===== config.mk =====
export PLATFORM = sky130hd
export DESIGN_NAME = escaped_frame_receiver
export DESIGN_NICKNAME = d
export VERILOG_FILES = /design/src/rtl/efr_pkg.sv /design/src/rtl/efr_ram.sv /design/src/rtl/efr_ctrl.sv /design/src/rtl/efr_dp.sv /design/src/rtl/escaped_frame_receiver.sv
export SDC_FILE = /design/constraint.sdc
export NUM_CORES = 1
export LEC_CHECK = 0
export ABC_AREA = 1
export BUFFER_PORTS_ARGS = -buffer_cell sky130_fd_sc_hd__buf_2
export CAP_MARGIN = 40
export CORE_MARGIN = 1.5
export CORE_UTILIZATION = 45
export DETAILED_ROUTE_END_ITERATION = 7
export GPL_ROUTABILITY_DRIVEN = 0
export GPL_TIMING_DRIVEN = 0
export PLACE_DENSITY = 0.69
export SLEW_MARGIN = 20
export SYNTH_ARGS = -nofsm -noshare
export SYNTH_HDL_FRONTEND = slang
export SYNTH_HIERARCHICAL = 1
export SYNTH_SLANG_ARGS = --single-unit

===== constraint.sdc =====
create_clock -name clk -period 4 [get_ports clk]
set_clock_uncertainty 0.2 [all_clocks]
set_input_delay 0.8 -clock clk [delete_from_list [all_inputs] [get_ports clk]]
set_output_delay 0.8 -clock clk [all_outputs]
set_load 0.02 [all_outputs]

===== src/rtl/efr_pkg.sv =====
package efr_pkg;

  localparam int BUFFER_DEPTH_DEF = 64;
  localparam int BYTE_W           = 8;
  localparam int COUNT_W          = 7;
  localparam int CFG_IDX_W        = 2;

  localparam logic [BYTE_W-1:0] START_RST  = 8'd2;
  localparam logic [BYTE_W-1:0] STOP_RST   = 8'd3;
  localparam logic [BYTE_W-1:0] ESCAPE_RST = 8'd27;

  typedef enum logic [CFG_IDX_W-1:0] {
    CFG_START  = 2'd0,
    CFG_STOP   = 2'd1,
    CFG_ESCAPE = 2'd2
  } cfg_idx_t;

  typedef enum logic [2:0] {
    ST_HUNT,
    ST_LEN,
    ST_LEN_ESC,
    ST_DATA,
    ST_DATA_ESC,
    ST_EMIT_RD,
    ST_EMIT_LD
  } state_t;

  // controller -> datapath
  typedef struct packed {
    logic set_len;
    logic store;
    logic clear_frame;
    logic rd_start;
    logic rd_en;
    logic load_out;
  } cmd_t;

  // datapath -> controller
  typedef struct packed {
    logic is_start;
    logic is_stop;
    logic is_escape;
    logic out_free;
    logic emit_last;
  } status_t;

endpackage


===== src/rtl/efr_ram.sv =====
module efr_ram #(
  parameter int WIDTH = 8,
  parameter int DEPTH = 64
) (
  input  logic                     clk,
  input  logic                     we,
  input  logic [$clog2(DEPTH)-1:0] waddr,
  input  logic [WIDTH-1:0]         wdata,
  input  logic                     re,
  input  logic [$clog2(DEPTH)-1:0] raddr,
  output logic [WIDTH-1:0]         rdata
);

  logic [WIDTH-1:0] mem [DEPTH];

  always_ff @(posedge clk) begin
    if (we) begin
      mem[waddr] <= wdata;
    end
    if (re) begin
      rdata <= mem[raddr];
    end
  end

endmodule


===== src/rtl/efr_ctrl.sv =====
module efr_ctrl (
  input  logic             clk,
  input  logic             rst,
  input  logic             s_tvalid,
  output logic             s_tready,
  input  efr_pkg::status_t stat,
  output efr_pkg::cmd_t    cmd
);

  efr_pkg::state_t state, state_next;
  logic            acc;

  always_ff @(posedge clk) begin
    if (rst) begin
      state <= efr_pkg::ST_HUNT;
    end else begin
      state <= state_next;
    end
  end

  always_comb begin
    state_next = state;
    cmd        = '0;
    s_tready   = 1'b0;
    acc        = 1'b0;
    unique case (state)
      efr_pkg::ST_HUNT: begin
        s_tready = 1'b1;
        acc      = s_tvalid;
        if (acc && stat.is_start) begin
          state_next = efr_pkg::ST_LEN;
        end
      end
      efr_pkg::ST_LEN: begin
        s_tready = 1'b1;
        acc      = s_tvalid;
        if (acc) begin
          if (stat.is_start || stat.is_stop) begin
            state_next = efr_pkg::ST_LEN;
          end else if (stat.is_escape) begin
            state_next = efr_pkg::ST_LEN_ESC;
          end else begin
            cmd.set_len = 1'b1;
            state_next  = efr_pkg::ST_DATA;
          end
        end
      end
      efr_pkg::ST_LEN_ESC: begin
        s_tready = 1'b1;
        acc      = s_tvalid;
        if (acc) begin
          cmd.set_len = 1'b1;
          state_next  = efr_pkg::ST_DATA;
        end
      end
      efr_pkg::ST_DATA: begin
        s_tready = 1'b1;
        acc      = s_tvalid;
        if (acc) begin
          if (stat.is_start) begin
            cmd.clear_frame = 1'b1;
            state_next      = efr_pkg::ST_LEN;
          end else if (stat.is_stop) begin
            cmd.rd_start = 1'b1;
            state_next   = efr_pkg::ST_EMIT_RD;
          end else if (stat.is_escape) begin
            state_next = efr_pkg::ST_DATA_ESC;
          end else begin
            cmd.store = 1'b1;
          end
        end
      end
      efr_pkg::ST_DATA_ESC: begin
        s_tready = 1'b1;
        acc      = s_tvalid;
        if (acc) begin
          cmd.store  = 1'b1;
          state_next = efr_pkg::ST_DATA;
        end
      end
      efr_pkg::ST_EMIT_RD: begin
        cmd.rd_en  = 1'b1;
        state_next = efr_pkg::ST_EMIT_LD;
      end
      efr_pkg::ST_EMIT_LD: begin
        // hold until the output register can take the result
        if (stat.out_free) begin
          cmd.load_out = 1'b1;
          if (stat.emit_last) begin
            cmd.clear_frame = 1'b1;
            state_next      = efr_pkg::ST_HUNT;
          end else begin
            state_next = efr_pkg::ST_EMIT_RD;
          end
        end
      end
      default: begin
        state_next = efr_pkg::ST_HUNT;
      end
    endcase
  end

endmodule


===== src/rtl/efr_dp.sv =====
module efr_dp #(
  parameter int BUFFER_DEPTH = efr_pkg::BUFFER_DEPTH_DEF
) (
  input  logic                          clk,
  input  logic                          rst,
  input  logic [efr_pkg::BYTE_W-1:0]    rx_byte,
  input  logic                          cfg_write,
  input  logic [efr_pkg::CFG_IDX_W-1:0] cfg_index,
  input  logic [efr_pkg::BYTE_W-1:0]    cfg_data,
  input  efr_pkg::cmd_t                 cmd,
  output efr_pkg::status_t              stat,
  input  logic                          m_tready,
  output logic                          m_tvalid,
  output logic [23:0]                   m_tdata,
  output logic                          m_tuser,
  output logic                          m_tlast
);

  localparam int AW  = $clog2(BUFFER_DEPTH);
  localparam int CW  = $clog2(BUFFER_DEPTH + 1);
  localparam int RCW = efr_pkg::COUNT_W;
  localparam int BW  = efr_pkg::BYTE_W;

  logic [BW-1:0] start_value, stop_value, escape_value;
  logic [BW-1:0] frame_length;
  logic [CW-1:0] fill_count;
  logic          overflowed;
  logic [AW-1:0] rd_idx;
  logic [BW-1:0] ram_q;
  logic          ram_we;

  logic           out_valid;
  logic [BW-1:0]  out_byte;
  logic [BW-1:0]  out_len;
  logic [RCW-1:0] out_count;
  logic           out_ovf;
  logic           out_has;
  logic           out_last;

  // configuration registers
  always_ff @(posedge clk) begin
    if (rst) begin
      start_value  <= efr_pkg::START_RST;
      stop_value   <= efr_pkg::STOP_RST;
      escape_value <= efr_pkg::ESCAPE_RST;
    end else if (cfg_write) begin
      unique case (cfg_index)
        efr_pkg::CFG_START:  start_value  <= cfg_data;
        efr_pkg::CFG_STOP:   stop_value   <= cfg_data;
        efr_pkg::CFG_ESCAPE: escape_value <= cfg_data;
        default: ;
      endcase
    end
  end

  assign ram_we = cmd.store && (fill_count < CW'(BUFFER_DEPTH));

  // frame state
  always_ff @(posedge clk) begin
    if (rst) begin
      frame_length <= '0;
      fill_count   <= '0;
      overflowed   <= 1'b0;
    end else if (cmd.clear_frame) begin
      frame_length <= '0;
      fill_count   <= '0;
      overflowed   <= 1'b0;
    end else begin
      if (cmd.set_len) begin
        frame_length <= rx_byte;
      end
      if (ram_we) begin
        fill_count <= fill_count + CW'(1);
      end else if (cmd.store) begin
        overflowed <= 1'b1;
      end
    end
  end

  always_ff @(posedge clk) begin
    if (cmd.rd_start) begin
      rd_idx <= '0;
    end else if (cmd.load_out) begin
      rd_idx <= rd_idx + AW'(1);
    end
  end

  efr_ram #(
    .WIDTH (BW),
    .DEPTH (BUFFER_DEPTH)
  ) u_buf (
    .clk   (clk),
    .we    (ram_we),
    .waddr (fill_count[AW-1:0]),
    .wdata (rx_byte),
    .re    (cmd.rd_en),
    .raddr (rd_idx),
    .rdata (ram_q)
  );

  // output register
  always_ff @(posedge clk) begin
    if (rst) begin
      out_valid <= 1'b0;
    end else if (cmd.load_out) begin
      out_valid <= 1'b1;
    end else if (m_tready) begin
      out_valid <= 1'b0;
    end
  end

  always_ff @(posedge clk) begin
    if (cmd.load_out) begin
      out_has   <= (fill_count != '0);
      out_byte  <= (fill_count != '0) ? ram_q : '0;
      out_last  <= stat.emit_last;
      out_len   <= frame_length;
      out_count <= RCW'(fill_count);
      out_ovf   <= overflowed;
    end
  end

  assign stat.is_start  = (rx_byte == start_value);
  assign stat.is_stop   = (rx_byte == stop_value);
  assign stat.is_escape = (rx_byte == escape_value);
  assign stat.out_free  = !out_valid || m_tready;
  assign stat.emit_last = (fill_count == '0) || (CW'(rd_idx) + CW'(1) == fill_count);

  assign m_tvalid = out_valid;
  assign m_tdata  = {out_ovf, out_count, out_len, out_byte};
  assign m_tuser  = out_has;
  assign m_tlast  = out_last;

endmodule


===== src/rtl/escaped_frame_receiver.sv =====
// Ordinary bytes are taken at one per cycle; s_tready stays high outside emission.
// A stop byte starts emission: each result takes one buffer read, then one output register
// load that waits while m_tready stalls a held result; the next byte is read after that load.
// An empty frame gives one marker result. No input is taken while emitting.
// Synchronous reset clears the state machine, frame counters, output valid and sets
// the start/stop/escape registers to 2/3/27; the payload buffer is not cleared.
module escaped_frame_receiver #(
  parameter int BUFFER_DEPTH = efr_pkg::BUFFER_DEPTH_DEF
) (
  input  logic                          clk,
  input  logic                          rst,
  input  logic                          s_tvalid,
  output logic                          s_tready,
  input  logic [7:0]                    s_tdata,   // [7:0] rx_byte
  output logic                          m_tvalid,
  input  logic                          m_tready,
  // [7:0] payload_byte, [15:8] declared_length, [22:16] received_count, [23] overflow
  output logic [23:0]                   m_tdata,
  output logic                          m_tuser,   // [0] has_data
  output logic                          m_tlast,
  input  logic                          cfg_valid,
  output logic                          cfg_ready,
  input  logic [efr_pkg::CFG_IDX_W-1:0] cfg_index,
  input  logic [7:0]                    cfg_data
);

  efr_pkg::cmd_t    cmd;
  efr_pkg::status_t stat;

  assign cfg_ready = 1'b1;

  efr_ctrl u_ctrl (
    .clk      (clk),
    .rst      (rst),
    .s_tvalid (s_tvalid),
    .s_tready (s_tready),
    .stat     (stat),
    .cmd      (cmd)
  );

  efr_dp #(
    .BUFFER_DEPTH (BUFFER_DEPTH)
  ) u_dp (
    .clk       (clk),
    .rst       (rst),
    .rx_byte   (s_tdata),
    .cfg_write (cfg_valid && cfg_ready),
    .cfg_index (cfg_index),
    .cfg_data  (cfg_data),
    .cmd       (cmd),
    .stat      (stat),
    .m_tready  (m_tready),
    .m_tvalid  (m_tvalid),
    .m_tdata   (m_tdata),
    .m_tuser   (m_tuser),
    .m_tlast   (m_tlast)
  );

  // never overwrite a result that is still waiting
  a_load_free: assert property (@(posedge clk) disable iff (rst)
    cmd.load_out |-> (!m_tvalid || m_tready))
    else $error("result loaded over a stalled transfer");

  // input is closed while the buffer is read out
  a_no_input_emit: assert property (@(posedge clk) disable iff (rst)
    cmd.rd_en |-> !s_tready)
    else $error("input open during emission");

  // empty-frame marker is always the end of its run
  a_marker_last: assert property (@(posedge clk) disable iff (rst)
    (m_tvalid && !m_tuser) |-> (m_tlast && m_tdata[22:16] == 7'd0))
    else $error("marker result without last");

  // a data result reports at least one stored byte
  a_data_count: assert property (@(posedge clk) disable iff (rst)
    (m_tvalid && m_tuser) |-> (m_tdata[22:16] != 7'd0))
    else $error("data result with zero count");

endmodule

Yosys cells after proc, flatten, opt, wreduce, memory -nomap -nowiden
Memories as Yosys holds them, arrays and structs flattened. A register that Yosys moved wholly into a read port is not among the register bits. Index checks and enable logic that the tools add are counted.

Add/sub/neg operators: 3. Multipliers: 0. Div/mod/pow operators: 0. $lt $le $gt $ge: 1. Equality and inequality tests: 18. Shifts and indexed selects: 0. Muxes and demuxes: 36. Bitwise gates (word level): 1. Reduce and logical (&&, ||, !) cells: 19.

Operators by type and width (count): $mux 3 (10); $eq 8x8->1 (3); $mux 1 (21); $pmux 3 s6 (1); $eq 3x3->1 const B (3); $reduce_and 2->1 (4); $add 6x1->7 const B (1); $add 7x1->7 const B (1); $eq 7x7->1 (1); $logic_not 7->1 (1); $lt 7x7->1 const B (1); $reduce_bool 7->1 (1); $add 6x1->6 const B (1); $eq 3x2->1 const B (2); $ne 2x2->1 const B (3); $pmux 1 s2 (3); $reduce_and 6->1 (1); $reduce_or 5->1 (1); $ne 2x1->1 const B (2); $ne 4x2->1 const B (1); $reduce_or 2->1 (2); $eq 3x1->1 const B (1); $logic_not 3->1 (1); $logic_or 1x1->1 (3); other kinds (8) (9).

Register bits: 76. Bits in latches: 0. Bits in writable memories: 512. ROM bits: 0. Bits of input ports: 23. Output and inout bits: 29. Word-level logic and storage cells: 94. Memories: 1.

Memories: u_dp.u_buf.mem (depth 64, width 8, rd ports 1, clocked after Yosys merged registers in 1, wr ports 1, line efr_ram.sv:14) `logic [WIDTH-1:0] mem [DEPTH];`.

Longest topological paths before layout
Gate-level depths: netlist of run 1.

Word-level depth: 9. Mapped depth: 15. Depth with buffers taken out: 15.

Hierarchy
Netlist of run 1, hierarchy kept.

By module, submodules not included: efr_ram (times used 1, cells each 1805, area each 21419.3 µm², sequential area each 15615.0 µm²); efr_dp (times used 1, cells each 349, area each 3113.0 µm², sequential area each 1721.7 µm²); efr_ctrl (times used 1, cells each 70, area each 449.2 µm², sequential area each 60.1 µm²); escaped_frame_receiver (times used 1, cells each 2, area each 11.3 µm², sequential area each 0.0 µm²).

Worst setup path after synthesis of run 1
Ideal clock, no wire load.

Path kind: input port to flip-flop. Start point: in s_tdata[3]. End point: mem u_dp.u_buf.mem[48][0], enable pin. Library setup time: 0.395 ns. Arrival time: 3.265 ns. Required time: 3.405 ns. Slack: 0.141 ns. Cell stages on the path: 12. Buffers on the path: 1. Cell sequence: inv_1 > or2_2 > nand4_1 > nor3_1 > nor2_1 > nand2_2 > a21oi_1 > inv_1 > nor2_4 > clkbuf_1 > nand4_1 > nor4_1.

RTL lines: start: declaration (line escaped_frame_receiver.sv:14) `input logic [7:0] s_tdata,`; end: declaration (line efr_ram.sv:14).

==> metrics.txt, run 1 <==
via count=roughly 18000; final hold slack=between 0.2 and 0.25 ns; register area share after synthesis=between 60% and 70%; post-synth top area share=about two thirds; Slew HR=43.9%; final net count=between 2000 and 2500; DP Worst Slack=-1.42 ns; total design power=roughly 15 mW; Longest Clk Path Bufs=3; combined area of the multi-input logic cells=about 6600 um^2; reg-to-reg endpoint=u_dp/u_buf/mem[52][1]; synth warn=6; 1st-iter DRT viols=~2300; placed cell count=roughly 3000; Pre-antenna DRT Iters=6; Worst-path clk slew=~0.06 ns; vias in the first global route=about 17000; post-DR wirelength/cell=approximately 22 um; Synth Flop Type=edfxtp_1; largest cells by area after synthesis=edfxtp_1 66%, nand2_1 11%, nand3_1 9.3%; final WL=70.0 mm; leakage power=10.5 nW; largest net degree at the start of global routing=69; # hold bufs at CTS=0; WS Path Type=in2reg; Setup WS post-layout=about 0.16 ns; peak supply drop=between 0.0003 and 0.0004 V; cell accounting for the most synthesized area=edfxtp_1; crit path capture=u_dp/u_buf/mem[52][1]; r2r setup slk=between 0.5 and 0.6 ns; post-route insts no fill=3175; fillers=roughly 4600; site row count=between 80 and 90; total CTS buffers=between 50 and 60; Final Max Tran Viols=0; dpl hpwl=around 47 mm; Max FO, Critical Path=26; max frequency=around 0.26 GHz; CTS sink count=596; H-tree level count=2; IO buf count=50; FFs w/ async S/R, synth=0%; Antenna diodes=0; Mapped Avg Cell Area=11.2 um^2; share of cells above drive strength 1=between 10% and 20%; setup violators final=0; Post-synth EDFFs=roughly 550; Yosys cell types=43; Starting Density=45.5%; Die Ht=roughly 240 um; crit path from=s_tdata[2]; period utilization=between 90% and 100%; Worst Tran Pin Value=~0.84 ns; Post-Synth XOR/XNOR Area=less than 1%; Synth Area in Compound Gates=between 1 and 1.5%; Cell Area, Synth=25000 um^2; die width=~240 um; CTS tree=yes; clock root buffer=clkbuf_16; Critical Path AT=around 4.0 ns; Congestion Overflow GR=0; Post-Syn Instances=between 2000 and 2500; CP Capture Type=flop; crit start category=primary input; worst reg2reg path depth=17; number of max-cap violations=0; largest family of logic cells by synthesized area=simple AND/OR/NAND/NOR gates; # IOs=52; first-pass GRT wire length=between 100 and 150 mm; Layout area overhead=14.5%; vias per cell=between 5 and 6; gr usage total=between 20% and 30%; Placed Area=about 26000 um^2; status=complete, no violations; Synth Area in Simple Gates=23.6%; post-synthesis adder-cell area fraction=0.150%; register area=around 17000 um^2; reg2reg start=u_dp/stop_value[0]; Core Box Area=~55000 um^2; syn nets=~2300; post-layout util=between 50% and 60%; antenna violations before repair=0; post-route minimum period=~3.8 ns; Min-Delay Path Class=reg2reg; DIE AREA=between 50000 and 60000 um^2; Worst-Skew Late Latency=between 0.6 and 0.7 ns; Critical Path RT=slightly above 4 ns; Remaining DRCs=0; #FFs+latches synth=596; mux cell area share after synthesis=0%; final instance area=approximately 29000 um^2; Cell Pwr Density=a little over 500 nW/um^2; Sum Neg Setup Slack=0 ns; remaining antenna violation count after routing=0; count of final hold-check violations=0
[how the worst min path moves through the flow]
stage / start / to / slack [ns] / cells after the start
finish: u_dp/overflowed / u_dp/out_ovf / 0.23 / 0
global route: cfg_data[1] / u_dp/escape_value[1] / 0.25 / 3
CTS: cfg_data[1] / u_dp/escape_value[1] / 0.21 / 3
global placement: u_dp/frame_length[2] / u_dp/out_len[2] / 0.21 / 0
detailed placement: u_dp/frame_length[2] / u_dp/out_len[2] / 0.21 / 0
floorplan: u_dp/frame_length[2] / u_dp/out_len[2] / 0.20 / 0
[cell type report]
type	count	area share, %
flip-flops and latches	596	60.8
multi-input cells	1441	23.2
clock buffers	77	5.43
well taps	748	3.27
plain buffers	121	3.03
repair buffers	98	2.81
inverters	67	0.905
clock inverters	27	0.560
[sequential cells by signal, indices dropped and copies added, names as in the netlist]
name               cells
u_dp/rd_idx            6
u_dp/frame_length      8
u_dp/escape_value      8
u_dp/m_tvalid          1
u_dp/overflowed        1
u_dp/out_ovf           1
u_dp/out_len           8
u_dp/u_buf/rdata       8
u_dp/m_tuser           1
u_dp/fill_count        7
u_dp/stop_value        8
u_dp/start_value       8
u_dp/out_count         7
u_ctrl/state           3
u_dp/m_tlast           1
u_dp/out_byte          8
u_dp/u_buf/mem       512
[cell usage after synthesis, types with 2 or more instances]
library cell	count
nand2_2	3
inv_1	57
nand4_1	16
or2_2	2
inv_2	7
buf_4	16
nor3_1	3
nor2_1	105
nand3_4	2
o21ai_1	2
a21oi_1	24
buf_2	37
xnor2_1	22
clkbuf_1	19
buf_8	2
nand3_1	462
nor2_4	5
edfxtp_1	546
ha_1	3
nor2_2	7
o21ai_0	28
nand3_2	3
buf_6	38
nor3_4	2
nor4_1	8
nand2_1	732
dfxtp_1	50
buf_1	10
[layout by cell type, fill, tap and decap left out, types with 2 or more instances in the layout]
| cell type | Yosys | routed |
|---|---|---|
| clkinv_4 | 0 | 2 |
| o21ai_0 | 28 | 28 |
| buf_8 | 2 | 2 |
| a21oi_1 | 24 | 24 |
| inv_2 | 7 | 7 |
| nand4_1 | 16 | 16 |
| nor4_2 | 0 | 6 |
| nand3_4 | 2 | 2 |
| buf_12 | 0 | 3 |
| nand2_1 | 732 | 732 |
| nor2_4 | 5 | 16 |
| dfxtp_1 | 50 | 50 |
| ha_1 | 3 | 3 |
| buf_2 | 37 | 86 |
| clkbuf_1 | 19 | 35 |
| nand2_2 | 3 | 3 |
| clkbuf_16 | 0 | 61 |
| buf_1 | 10 | 10 |
| nand3_1 | 462 | 462 |
| nor3_4 | 2 | 2 |
| nor2_1 | 105 | 82 |
| nor3_1 | 3 | 3 |
| nor4_4 | 0 | 2 |
| buf_6 | 38 | 43 |
| or2_2 | 2 | 2 |
| xnor2_1 | 22 | 22 |
| clkinv_1 | 1 | 12 |
| clkinv_2 | 0 | 11 |
| inv_1 | 57 | 57 |
| nor2_2 | 7 | 19 |
| nand3_2 | 3 | 3 |
| o21ai_1 | 2 | 2 |
| edfxtp_1 | 546 | 546 |
| inv_6 | 1 | 2 |
| buf_16 | 0 | 5 |
| buf_4 | 16 | 50 |
[per-layer routing]
layer  wire [um]  vias to the layer above  track usage, %
li1            -                     8055               -
met1       26900                     8661            32.2
met2       32800                     1041            39.1
met3        7160                      198            4.76
met4        3150                        0            10.5
met5           0                        -               0
[worst max-delay path, stage by stage]
cell	delay, ns
buf_6	0.25
buf_16	0.21
inv_1	0.09
or2_2	0.27
nand4_1	0.07
nor3_1	0.08
nor2_1	0.18
nand2_2	0.12
a21oi_1	0.26
inv_1	0.12
nor2_4	0.17
buf_12	0.15
nand4_1	0.09
buf_4	0.23
buf_4	0.16
nor4_4	0.25
buf_4	0.18
buf_2	0.21
[kinds of logic after synthesis]
family / count (synthesis)
DFF: 596
AOI/OAI and AO/OA: 61
and+or+nand+nor: 1354
xor gates and xnor gates: 22
other: 1
adders and majority gates: 3
buffers and inverters: 189
[report_power, final]
group          switching (mW)  leakage, nW  total [mW]  internal [mW]
sequential             0.0411         5.32        6.90           6.86
clock                    2.24        0.842        5.02           2.78
combinational            2.01         4.37        2.91          0.897
[repair_timing]
action / in CTS / in global routing
buffers inserted: 22 / 4
gates cloned: 0 / 2
resized for setup: 34 / 8
pin swaps: 8 / 2
endpoints found under the setup margin: 512 / 359
No activity file was read; power rests on OpenSTA's default activity.
==> inputs of run 2 (changes only) <==
CORE_UTILIZATION = 50   (was 45)
PLACE_DENSITY = 0.72   (was 0.69)
clock period = 4.7 ns   (was 4 ns; I/O delays follow)
==> metrics.txt, run 2 (synthesis results as in run 1) <==
H-tree level count=2; Worst-Skew Late Latency=0.63 ns; via count=~18000; post-DR wirelength/cell=22.2 um; crit path cell chain=buf_4, xnor2_1, nand4_1, nor2_1, nor2_2, inv_1, nor2_1, nand2_2, a21oi_1, inv_1, nor2_4, clkbuf_1, nand4_1, nor2_2; antenna violations before repair=0; Final Max Tran Viols=0; clock root buffer=clkbuf_16; combined area of the multi-input logic cells=6720 um^2; Cell Pwr Density=between 400 and 500 nW/um^2; number of max-cap violations=0; hold path start=u_dp/overflowed; # hold bufs at CTS=0; post-layout util=between 50% and 60%; most frequent cells in the layout=732 x nand2_1, 546 x edfxtp_1, 462 x nand3_1; reg2reg start=u_dp/stop_value[1]; final instance area=28600 um^2; Slew HR=42.9%; Pre-antenna DRT Iters=8; CTS sink count=roughly 600; Worst Tran Pin Value=about 0.86 ns; Core Box Area=49200 um^2; Min-Delay Path Class=reg2reg; worst hold endpoint=u_dp/out_ovf; vias in the first global route=16936; IO buf count=50; CP max stage delay=approximately 0.68 ns; DP Worst Slack=-0.909 ns; post-route minimum period=approximately 4.6 ns; Max FO, Critical Path=between 60 and 70; crit path from=s_tdata[7]; Congestion Overflow GR=0; Hold Path Stages=0; Setup WS post-layout=about 0.11 ns; leakage power=roughly 11 nW; Biggest register=u_dp/u_buf/mem; gr usage total=around 27%; # IOs=52; site row count=about 80; peak supply drop=approximately 0.00028 V; max frequency=between 0.2 and 0.25 GHz; total CTS buffers=just under 60; RSZ-0062 raised after global routing=yes; DIE AREA=between 50000 and 60000 um^2; final WL=~69 mm; 1st-iter DRT viols=~2400; Worst-path clk slew=roughly 0.06 ns; crit start category=primary input; Worst path slowest cell=nor2_2; share of cells above drive strength 1=approximately 15%; first-pass GRT wire length=101 mm; CTS tree=yes; setup violators final=0; die width=between 200 and 250 um; Placed Area=26300 um^2; Sum Neg Setup Slack=0 ns; Die Ht=between 200 and 250 um; final net count=roughly 2400; status=complete, no violations; CP Capture Type=flop; Longest Clk Path Bufs=3; remaining antenna violation count after routing=0; Starting Density=50.8%; reg-to-reg endpoint=u_dp/u_buf/mem[43][7]; count of final hold-check violations=0; Layout area overhead=14.6%; max reg flops=slightly above 500; r2r setup slk=around 0.79 ns; vias per cell=5.78; Remaining DRCs=0; most common cell after layout, fill and taps aside=nand2_1; worst reg2reg path depth=13; register area=between 15000 and 20000 um^2; largest net degree at the start of global routing=roughly 70; Critical Path AT=around 4.6 ns; Antenna diodes=0; period utilization=between 90% and 100%; fillers=a little under 4000; WS Path Type=in2reg; dpl hpwl=around 46 mm; Critical Path RT=4.75 ns
run 2: cell types whose count changed in the layout (fill, tap and decap cells not counted), moves of 2 or more:
| cell | previous run | this run |
|---|---|---|
| clkinv_2 | 11 | 13 |
| buf_6 | 43 | 38 |
| buf_4 | 50 | 55 |
| nor4_2 | 6 | 3 |
| clkinv_1 | 12 | 20 |
| buf_16 | 5 | 1 |
| buf_12 | 3 | 5 |
| nor2_1 | 82 | 64 |
| nor2_2 | 19 | 37 |
| clkbuf_1 | 35 | 27 |
| bufinv_16 | 1 | 6 |
| nor4_4 | 2 | 5 |
run 2: final cells by class:
| class | instances | area share, % |
|---|---|---|
| flip-flops and latches | 596 | 60.8 |
| plain buffers | 122 | 3.05 |
| multi-input cells | 1441 | 23.5 |
| well taps | 664 | 2.90 |
| inverters | 67 | 0.905 |
| clock buffers | 69 | 5.44 |
| repair buffers | 94 | 2.32 |
| clock inverters | 40 | 1.16 |
run 2: critical path: cells and delay by family:
family | cells | cell delay [ns]
buffers and inverters | 4 | 1.14
and+or+nand+nor | 8 | 2.07
AOI/OAI and AO/OA | 1 | 0.26
xor gates and xnor gates | 1 | 0.15
run 2: metal layers:
metal	vias to the layer above	part of all wire (%)	global-route usage, %
met5	-	0	0
met4	0	5.2	12.4
met3	226	11	6.26
met2	1086	46	43.5
met1	8501	37	34.6
li1	8053	-	-
run 2: per-stage QoR:
step	cells	hold slack (ns)	total power, mW
2_1_floorplan	2226	0.203	7.51
4_1_cts	3069	0.221	12.9
5_1_grt	3093	0.237	13.4
3_5_place_dp	2956	0.210	8.33
6_report	3093	0.220	12.9
3_3_place_gp	2940	0.211	8.28
run 2: worst max path at each step:
stage | slack (ns) | end
finish | 0.11 | u_dp/u_buf/mem[43][7]
global route | -0.06 | u_dp/u_buf/mem[43][7]
CTS | -0.23 | u_dp/u_buf/mem[60][1]
detailed placement | -0.91 | u_dp/u_buf/mem[29][5]
global placement | -1.95 | u_dp/u_buf/mem[54][0]
floorplan | 0.70 | u_dp/u_buf/mem[48][0]
run 2: timing repair:
action | in CTS | in global routing
setup endpoints to repair | 333 | 295
pin swaps | 1 | 0
resized for setup | 25 | 30
buffers inserted | 4 | 14
run 2: power by group:
group / total, mW / leakage [nW] / internal [mW] / switching, mW
Sequential: 5.87 / 5.32 / 5.84 / 0.0338
Clock: 4.62 / 0.931 / 2.67 / 1.95
Combinational: 2.44 / 4.33 / 0.751 / 1.69
